`src/rtl/svrp_pkg.sv`:
```
// ----------------------------------------------------------------------------
// svrp_pkg
// Shared types and constants of the stepper velocity ramp and period block.
// ----------------------------------------------------------------------------
`default_nettype none

package svrp_pkg;

  localparam int VEL_W    = 27;
  localparam int ACC_W    = 16;
  localparam int SPR_W    = 16;
  localparam int CLK_W    = 27;
  localparam int PER_W    = 16;
  localparam int NUM_W    = CLK_W + 16;
  localparam int DEN_W    = VEL_W + SPR_W;
  localparam int ADDR_W   = 5;
  localparam int DATA_W   = 32;
  localparam int DIV_STEPS = NUM_W;
  localparam int CNT_W    = $clog2(DIV_STEPS);

  localparam logic [2:0] REG_TARGET_VELOCITY = 3'd0;
  localparam logic [2:0] REG_ACCEL_PER_TICK  = 3'd1;
  localparam logic [2:0] REG_STEPS_PER_REV   = 3'd2;
  localparam logic [2:0] REG_TIMER_CLOCK_HZ  = 3'd3;
  localparam logic [2:0] REG_MIN_PERIOD      = 3'd4;

  typedef enum logic {
    OP_HOLD,
    OP_RAMP
  } op_t;

  typedef enum logic [1:0] {
    ST_IDLE,
    ST_MUL,
    ST_DIV,
    ST_DONE
  } back_state_t;

  typedef struct packed {
    logic signed [VEL_W-1:0] target_velocity;
    logic [ACC_W-1:0]        accel_per_tick;
    logic [SPR_W-1:0]        steps_per_rev;
    logic [CLK_W-1:0]        timer_clock_hz;
    logic [PER_W-1:0]        min_period;
  } cfg_t;

  typedef struct packed {
    logic valid;
    op_t  op;
  } queue_head_t;

endpackage

`default_nettype wire

```
`src/rtl/stepper_velocity_ramp_period.sv`:
```
// ----------------------------------------------------------------------------
// stepper_velocity_ramp_period
// Trapezoidal velocity ramp with step timer period for a stepper motor.
//
// Input channel: in_valid / in_stall with one field, tick. A tick of one moves
// the velocity toward target_velocity by at most accel_per_tick, landing on it
// exactly; a tick of zero holds the velocity. Every input transfer yields one
// output transfer on out_valid / out_stall carrying forward, step_period and
// velocity_now. The period is timer_clock_hz * 65536 / (|v| * steps_per_rev),
// clamped to [min_period, 65535], and 1 at zero speed.
// The back end takes one item at a time: it starts a new item only after the
// 43-step restoring divider has finished the last one and its output is loaded.
// Items accepted meanwhile wait in the front register and the queue.
// Reset clears the velocity and loads the register defaults. A stalled output
// holds its values; the back end waits for it while the front keeps taking
// items until the queue fills. Registers sit on the APB-style port at 4*i.
// ----------------------------------------------------------------------------
`default_nettype none

module stepper_velocity_ramp_period
  import svrp_pkg::*;
#(
  parameter int QUEUE_DEPTH = 2
) (
  input  wire logic              clk,
  input  wire logic              rst,
  input  wire logic              psel,
  input  wire logic              penable,
  input  wire logic              pwrite,
  input  wire logic [ADDR_W-1:0] paddr,
  input  wire logic [DATA_W-1:0] pwdata,
  output logic      [DATA_W-1:0] prdata,
  output logic                   pready,
  input  wire logic              in_valid,
  output logic                   in_stall,
  input  wire logic              tick,
  output logic                   out_valid,
  input  wire logic              out_stall,
  output logic                   forward,
  output logic [PER_W-1:0]       step_period,
  output logic signed [VEL_W-1:0] velocity_now
);

  cfg_t        cfg;
  logic        push;
  op_t         push_op;
  logic        queue_full;
  logic        pop;
  queue_head_t head;

  svrp_regs u_regs (
    .clk     (clk),
    .rst     (rst),
    .psel    (psel),
    .penable (penable),
    .pwrite  (pwrite),
    .paddr   (paddr),
    .pwdata  (pwdata),
    .prdata  (prdata),
    .pready  (pready),
    .cfg     (cfg)
  );

  svrp_front u_front (
    .clk        (clk),
    .rst        (rst),
    .in_valid   (in_valid),
    .in_stall   (in_stall),
    .tick       (tick),
    .push       (push),
    .push_op    (push_op),
    .queue_full (queue_full)
  );

  svrp_queue #(
    .DEPTH (QUEUE_DEPTH)
  ) u_queue (
    .clk     (clk),
    .rst     (rst),
    .push    (push),
    .push_op (push_op),
    .full    (queue_full),
    .pop     (pop),
    .head    (head)
  );

  svrp_back u_back (
    .clk          (clk),
    .rst          (rst),
    .cfg          (cfg),
    .head         (head),
    .pop          (pop),
    .out_valid    (out_valid),
    .out_stall    (out_stall),
    .forward      (forward),
    .step_period  (step_period),
    .velocity_now (velocity_now)
  );

endmodule

`default_nettype wire

```
`src/rtl/svrp_regs.sv`:
```
// ----------------------------------------------------------------------------
// svrp_regs
// Configuration register file behind the APB-style port.
// ----------------------------------------------------------------------------
`default_nettype none

module svrp_regs
  import svrp_pkg::*;
(
  input  wire logic              clk,
  input  wire logic              rst,
  input  wire logic              psel,
  input  wire logic              penable,
  input  wire logic              pwrite,
  input  wire logic [ADDR_W-1:0] paddr,
  input  wire logic [DATA_W-1:0] pwdata,
  output logic      [DATA_W-1:0] prdata,
  output logic                   pready,
  output cfg_t                   cfg
);

  logic       wr_en;
  logic [2:0] idx;

  assign pready = 1'b1;
  assign idx    = paddr[ADDR_W-1:2];
  assign wr_en  = psel && penable && pwrite;

  always_ff @(posedge clk) begin
    if (rst) begin
      cfg.target_velocity <= '0;
      cfg.accel_per_tick  <= ACC_W'(262);
      cfg.steps_per_rev   <= SPR_W'(10000);
      cfg.timer_clock_hz  <= CLK_W'(2000000);
      cfg.min_period      <= PER_W'(20);
    end else if (wr_en) begin
      unique case (idx)
        REG_TARGET_VELOCITY: cfg.target_velocity <= pwdata[VEL_W-1:0];
        REG_ACCEL_PER_TICK:  cfg.accel_per_tick  <= pwdata[ACC_W-1:0];
        REG_STEPS_PER_REV:   cfg.steps_per_rev   <= pwdata[SPR_W-1:0];
        REG_TIMER_CLOCK_HZ:  cfg.timer_clock_hz  <= pwdata[CLK_W-1:0];
        REG_MIN_PERIOD:      cfg.min_period      <= pwdata[PER_W-1:0];
        default: ;
      endcase
    end
  end

  always_comb begin
    unique case (idx)
      REG_TARGET_VELOCITY: prdata = DATA_W'(cfg.target_velocity);
      REG_ACCEL_PER_TICK:  prdata = DATA_W'(cfg.accel_per_tick);
      REG_STEPS_PER_REV:   prdata = DATA_W'(cfg.steps_per_rev);
      REG_TIMER_CLOCK_HZ:  prdata = DATA_W'(cfg.timer_clock_hz);
      REG_MIN_PERIOD:      prdata = DATA_W'(cfg.min_period);
      default:             prdata = '0;
    endcase
  end

endmodule

`default_nettype wire

```
`src/rtl/svrp_front.sv`:
```
// ----------------------------------------------------------------------------
// svrp_front
// Input register: take tick items and classify them as ramp or hold.
// ----------------------------------------------------------------------------
`default_nettype none

module svrp_front
  import svrp_pkg::*;
(
  input  wire logic clk,
  input  wire logic rst,
  input  wire logic in_valid,
  output logic      in_stall,
  input  wire logic tick,
  output logic      push,
  output op_t       push_op,
  input  wire logic queue_full
);

  logic held;
  op_t  op;
  logic accept;

  assign in_stall = held && queue_full;
  assign accept   = in_valid && !in_stall;
  assign push     = held && !queue_full;
  assign push_op  = op;

  always_ff @(posedge clk) begin
    if (rst) begin
      held <= 1'b0;
    end else if (accept) begin
      held <= 1'b1;
    end else if (push) begin
      held <= 1'b0;
    end
  end

  always_ff @(posedge clk) begin
    if (accept) begin
      op <= tick ? OP_RAMP : OP_HOLD;
    end
  end

endmodule

`default_nettype wire

```
`src/rtl/svrp_queue.sv`:
```
// ----------------------------------------------------------------------------
// svrp_queue
// Short queue of classified items between the front and the back.
// ----------------------------------------------------------------------------
`default_nettype none

module svrp_queue
  import svrp_pkg::*;
#(
  parameter int DEPTH = 2
) (
  input  wire logic  clk,
  input  wire logic  rst,
  input  wire logic  push,
  input  wire op_t   push_op,
  output logic       full,
  input  wire logic  pop,
  output queue_head_t head
);

  localparam int PW = (DEPTH > 1) ? $clog2(DEPTH) : 1;
  localparam int CW = $clog2(DEPTH + 1);

  op_t           entries [DEPTH];
  logic [PW-1:0] wr_ptr;
  logic [PW-1:0] rd_ptr;
  logic [CW-1:0] count;
  logic          do_push;
  logic          do_pop;

  assign full       = (count == CW'(DEPTH));
  assign head.valid = (count != '0);
  assign head.op    = entries[rd_ptr];
  assign do_push    = push && !full;
  assign do_pop     = pop && head.valid;

  always_ff @(posedge clk) begin
    if (rst) begin
      wr_ptr <= '0;
      rd_ptr <= '0;
      count  <= '0;
    end else begin
      if (do_push) begin
        wr_ptr <= (wr_ptr == PW'(DEPTH - 1)) ? '0 : wr_ptr + 1'b1;
      end
      if (do_pop) begin
        rd_ptr <= (rd_ptr == PW'(DEPTH - 1)) ? '0 : rd_ptr + 1'b1;
      end
      if (do_push && !do_pop) begin
        count <= count + 1'b1;
      end else if (do_pop && !do_push) begin
        count <= count - 1'b1;
      end
    end
  end

  always_ff @(posedge clk) begin
    if (do_push) begin
      entries[wr_ptr] <= push_op;
    end
  end

endmodule

`default_nettype wire

```
`src/rtl/svrp_back.sv`:
```
// ----------------------------------------------------------------------------
// svrp_back
// Ramp the velocity, form the divisor and divide one bit per cycle.
// ----------------------------------------------------------------------------
`default_nettype none

module svrp_back
  import svrp_pkg::*;
(
  input  wire logic        clk,
  input  wire logic        rst,
  input  wire cfg_t        cfg,
  input  wire queue_head_t head,
  output logic             pop,
  output logic             out_valid,
  input  wire logic        out_stall,
  output logic             forward,
  output logic [PER_W-1:0] step_period,
  output logic signed [VEL_W-1:0] velocity_now
);

  back_state_t state;
  back_state_t state_next;

  logic signed [VEL_W-1:0] velocity;
  logic signed [VEL_W-1:0] velocity_next;
  logic [DEN_W-1:0]        den;
  logic [DEN_W:0]          rem;
  logic [NUM_W-1:0]        quo;
  logic [CNT_W-1:0]        cnt;
  logic                    out_free;
  logic                    load_out;
  logic                    start_mul;
  logic                    run_div;

  logic signed [VEL_W:0]   up_sum;
  logic signed [VEL_W:0]   dn_sum;
  logic signed [VEL_W:0]   tgt_x;
  logic [VEL_W-1:0]        mag;
  logic [DEN_W+1:0]        trial;
  logic [PER_W-1:0]        period;

  assign out_free = !out_valid || !out_stall;

  always_comb begin
    tgt_x  = {cfg.target_velocity[VEL_W-1], cfg.target_velocity};
    up_sum = {velocity[VEL_W-1], velocity} + $signed({(VEL_W+1-ACC_W)'(0), cfg.accel_per_tick});
    dn_sum = {velocity[VEL_W-1], velocity} - $signed({(VEL_W+1-ACC_W)'(0), cfg.accel_per_tick});
    velocity_next = velocity;
    if (head.op == OP_RAMP) begin
      if (velocity < cfg.target_velocity) begin
        velocity_next = (up_sum < tgt_x) ? up_sum[VEL_W-1:0] : cfg.target_velocity;
      end else if (velocity > cfg.target_velocity) begin
        velocity_next = (dn_sum > tgt_x) ? dn_sum[VEL_W-1:0] : cfg.target_velocity;
      end
    end
  end

  assign mag   = velocity[VEL_W-1] ? VEL_W'(-velocity) : VEL_W'(velocity);
  assign trial = {1'b0, rem[DEN_W-1:0], quo[NUM_W-1]} - {2'b00, den};

  always_comb begin
    if (den == '0) begin
      period = PER_W'(1);
    end else if (|quo[NUM_W-1:PER_W]) begin
      period = '1;
    end else if (quo[PER_W-1:0] < cfg.min_period) begin
      period = cfg.min_period;
    end else begin
      period = quo[PER_W-1:0];
    end
  end

  always_comb begin
    state_next = state;
    unique case (state)
      ST_IDLE: if (head.valid) state_next = ST_MUL;
      ST_MUL:  state_next = ST_DIV;
      ST_DIV:  if (cnt == CNT_W'(DIV_STEPS - 1)) state_next = ST_DONE;
      ST_DONE: if (out_free) state_next = ST_IDLE;
      default: state_next = ST_IDLE;
    endcase
  end

  always_comb begin
    pop       = 1'b0;
    start_mul = 1'b0;
    run_div   = 1'b0;
    load_out  = 1'b0;
    unique case (state)
      ST_IDLE: pop       = head.valid;
      ST_MUL:  start_mul = 1'b1;
      ST_DIV:  run_div   = 1'b1;
      ST_DONE: load_out  = out_free;
      default: ;
    endcase
  end

  always_ff @(posedge clk) begin
    if (rst) begin
      state     <= ST_IDLE;
      velocity  <= '0;
      out_valid <= 1'b0;
    end else begin
      state <= state_next;
      if (pop) begin
        velocity <= velocity_next;
      end
      if (load_out) begin
        out_valid <= 1'b1;
      end else if (!out_stall) begin
        out_valid <= 1'b0;
      end
    end
  end

  always_ff @(posedge clk) begin
    if (start_mul) begin
      den <= {{SPR_W{1'b0}}, mag} * {{VEL_W{1'b0}}, cfg.steps_per_rev};
      rem <= '0;
      quo <= {cfg.timer_clock_hz, 16'h0000};
      cnt <= '0;
    end else if (run_div) begin
      cnt <= cnt + 1'b1;
      if (!trial[DEN_W+1]) begin
        rem <= trial[DEN_W:0];
        quo <= {quo[NUM_W-2:0], 1'b1};
      end else begin
        rem <= {rem[DEN_W-1:0], quo[NUM_W-1]};
        quo <= {quo[NUM_W-2:0], 1'b0};
      end
    end
  end

  always_ff @(posedge clk) begin
    if (load_out) begin
      forward      <= !velocity[VEL_W-1];
      step_period  <= period;
      velocity_now <= velocity;
    end
  end

endmodule

`default_nettype wire

```
`config.mk`:
```
export PLATFORM = sky130hd
export DESIGN_NAME = stepper_velocity_ramp_period
export DESIGN_NICKNAME = d
export VERILOG_FILES = /design/src/rtl/svrp_pkg.sv /design/src/rtl/stepper_velocity_ramp_period.sv /design/src/rtl/svrp_regs.sv /design/src/rtl/svrp_front.sv /design/src/rtl/svrp_queue.sv /design/src/rtl/svrp_back.sv
export SDC_FILE = /design/constraint.sdc
export NUM_CORES = 2
export LEC_CHECK = 0
export ABC_AREA = 1
export BUFFER_PORTS_ARGS = -buffer_cell sky130_fd_sc_hd__buf_2
export CAP_MARGIN = 20
export CORE_UTILIZATION = 60
export CTS_BUF_LIST = sky130_fd_sc_hd__clkbuf_2 sky130_fd_sc_hd__clkbuf_4 sky130_fd_sc_hd__clkbuf_8
export CTS_CLUSTER_DIAMETER = 40
export DETAILED_ROUTE_END_ITERATION = 8
export GPL_ROUTABILITY_DRIVEN = 1
export PLACE_DENSITY = 0.77
export SYNTH_ARGS = -nofsm -noshare
export SYNTH_HDL_FRONTEND = slang
export SYNTH_SLANG_ARGS = --single-unit
```
`constraint.sdc`:
```
create_clock -name clk -period 11.2 [get_ports clk]
set_clock_uncertainty 0.05 [all_clocks]
set_input_delay 1.68 -clock clk [delete_from_list [all_inputs] [get_ports clk]]
set_output_delay 1.68 -clock clk [all_outputs]
set_load 0.02 [all_outputs]
```
==> impl_metrics.env <==
export IMPL_muxShareOfSynthArea_pct=0.0308
export IMPL_hp_class="reg2reg"
export IMPL_placed_area_um2=37600
export IMPL_multiInputGateArea_um2=24300
export IMPL_routed_via_density=5.82
export IMPL_timing_fmax_ghz=0.111
export IMPL_ys_ff_latch=320
export IMPL_antenna_found_initial=5
export IMPL_cts_buffers=59
export IMPL_holdWs_ns=0.411
export IMPL_end_kind="register"
export IMPL_core_um2=60200
export IMPL_worstPathRequired_ns=11.63
export IMPL_grt_max_degree=116
export IMPL_synth_fa_ha_area_share_pct=29.3
export IMPL_drv_cap=0
export IMPL_syn_cell_area_um2=36600
export IMPL_worstMarginPinSlew_ns=1.15
export IMPL_rows=90
export IMPL_cts_setup_buffers=0
export IMPL_setup_viol=0
export IMPL_clock_sinks=320
export IMPL_grt_pass1_wl_um=183000
export IMPL_seqCellArea_um2=7580
export IMPL_start_kind="register"
export IMPL_drv_slew=0
export IMPL_yosysWarnings=0
export IMPL_cts_max_level=2
export IMPL_slew_headroom_pct=23.2
export IMPL_rsz0062_at_grt="no"
export IMPL_drc=0
export IMPL_clockBufferDepth=3
export IMPL_dpl_hpwl_um=92500
export IMPL_syn_nets=5815
export IMPL_drive_gt1_share_pct=5.80
export IMPL_critPathTopFamily="adder cells"
export IMPL_synth_compound_area_share_pct=11.1
export IMPL_wl_per_cell_um=19.8
export IMPL_synthArstFlopShare_pct=0
export IMPL_io_buffers=115
export IMPL_ys_seq_area_share_pct=20.7
export IMPL_synth_xor_area_share_pct=2.15
export IMPL_syn_inst=5123
export IMPL_hold_buffers=0
export IMPL_area_growth_pct=7.12
export IMPL_cts_reportedPaths_clkPinSlew_ns=0.07
export IMPL_timing_final_hold_violations=0
export IMPL_die_w_um=249
export IMPL_ant_nets=0
export IMPL_min_period_ns=8.98
export IMPL_clock_root_buffer="clkbuf_8"
export IMPL_avgSynthCellArea_um2=7.14
export IMPL_drtIter0Drc=3795
export IMPL_slowest_delay_ns=0.69
export IMPL_synth_edff_count=117
export IMPL_arrival_ns=9.40
export IMPL_ys_flop_type="dfxtp_1"
export IMPL_crit_type="reg2reg"
export IMPL_path_max_fanout=20
export IMPL_synthSimpleGateAreaFrac_pct=23.8
export IMPL_tns_ns=0
export IMPL_outcome="finished, final reports clean"
export IMPL_nNetsFinal=5846
export IMPL_overflow=0
export IMPL_yosysUniqueCellTypes=53
export IMPL_cp_common_cell="inv_1"
export IMPL_pin_count=124
export IMPL_fillerInstances=5398
export IMPL_postCtsResizedCells=0
export IMPL_grt_pass1_vias=33100
export IMPL_wl_um=118000
export IMPL_synth_top_family_by_area="adder cells"
export IMPL_drtPass1Iterations=7
export IMPL_critical_path_slowest_cell="nor4_1"
export IMPL_vias=34800
export IMPL_final_area_um2=39200
export IMPL_die_area_um2=61900
export IMPL_crit_buf_inv=9
export IMPL_die_height_um=249
export IMPL_place_congestion=0.996
export IMPL_clk_latency_ns=0.73
export IMPL_fin_crit_sh_pct=80.2
export IMPL_cts_tree="done"
export IMPL_initial_utilization_pct=60.7
export IMPL_globalRouteTotalUtil_pct=38.0
-- synthesized netlist by cell type (17+ instances only) --
cell type	n	share of area [%]
nand2_1	1168	12
inv_1	1024	11
nor2_1	478	4.9
fa_1	351	19
a21oi_1	323	4.4
nand3_1	301	4.1
ha_1	296	10
o21ai_0	244	3.3
dfxtp_1	203	11
clkbuf_1	145	1.5
edfxtp_1	117	9.6
xor2_1	66	1.6
o22ai_1	63	1.1
nand4_1	60	1.0
nor3_1	37	0.51
buf_2	20	0.27
nor4_1	20	0.34
o21bai_1	20	0.41
xnor2_1	18	0.43
o211ai_1	17	0.35
-- per-layer routing --
metal	global-route usage, %	share of wire, %	wire length (um)
met5	0	0.046	55
met4	17.9	5.2	6110
met3	7.64	11	12900
met2	57.6	43	50600
met1	52.3	41	48700
-- cells by family after synthesis --
kind of cell | Yosys count
simple gates | 2104
buf+inv | 1222
flops | 320
other cells | 1
compound gates | 741
xor+xnor | 87
mux | 1
fa+ha+maj | 647
-- registers in the layout, indices dropped and copies added (netlist names), 2 cells and up, named ones only --
signal               cells
u_back.den              43
u_back.cnt               6
u_regs.cfg             102
u_back.rem              43
u_queue.entries          2
u_back.velocity         27
u_back.quo              43
u_queue.count            2
u_back.step_period      16
u_back.state             2
u_back.velocity_now     27
-- worst paths after layout --
path	startpoint	cells past startpoint	end	slack [ns]
worst max-delay path	u_back.velocity[0]	32	u_back.den[37]	2.22
worst min-delay path	u_queue.rd_ptr	1	u_queue.rd_ptr	0.41
worst max register to register	u_back.velocity[0]	32	u_back.den[37]	2.22
worst min register to register	u_queue.rd_ptr	1	u_queue.rd_ptr	0.41
-- cells in the final DEF, fill, tap and decap left out, types with 17 or more instances in the layout --
master,count
nand2_1,1168
buf_4,31
ha_1,294
clkbuf_8,62
inv_1,1023
nor2_1,478
o211ai_1,17
nand3_1,301
xor2_1,66
o22ai_1,63
edfxtp_1,117
fa_1,351
a21oi_1,322
nor3_1,36
nand4_1,60
o21ai_0,244
dfxtp_1,203
buf_2,115
o21bai_1,20
xnor2_1,18
nor4_1,20
-- area by class of cell --
| cell class | instances | area share (%) |
|---|---|---|
| timing repair buffer | 150 | 2.33 |
| clock buffer | 72 | 2.37 |
| inverter | 1042 | 9.98 |
| multi-input combinational | 3581 | 62.1 |
| sequential | 320 | 19.3 |
| tap | 782 | 2.50 |
| antenna | 1 | 0.00639 |
| clock inverter | 40 | 1.33 |
-- through the flow --
stage / instances / setup WS (ns) / utilization (%)
after floorplan: 5123 / 4.04 / -
after global placement: 5871 / 2.68 / 62.4
after detailed placement: 5872 / 2.51 / 62.5
after CTS: 5984 / 2.47 / 64.9
after global routing: 5988 / 1.89 / 65.0
final: 5988 / 2.22 / 65.0
Power is not shown: default switching activity piles up to over one toggle a cycle in this logic, so the estimate is an artifact.
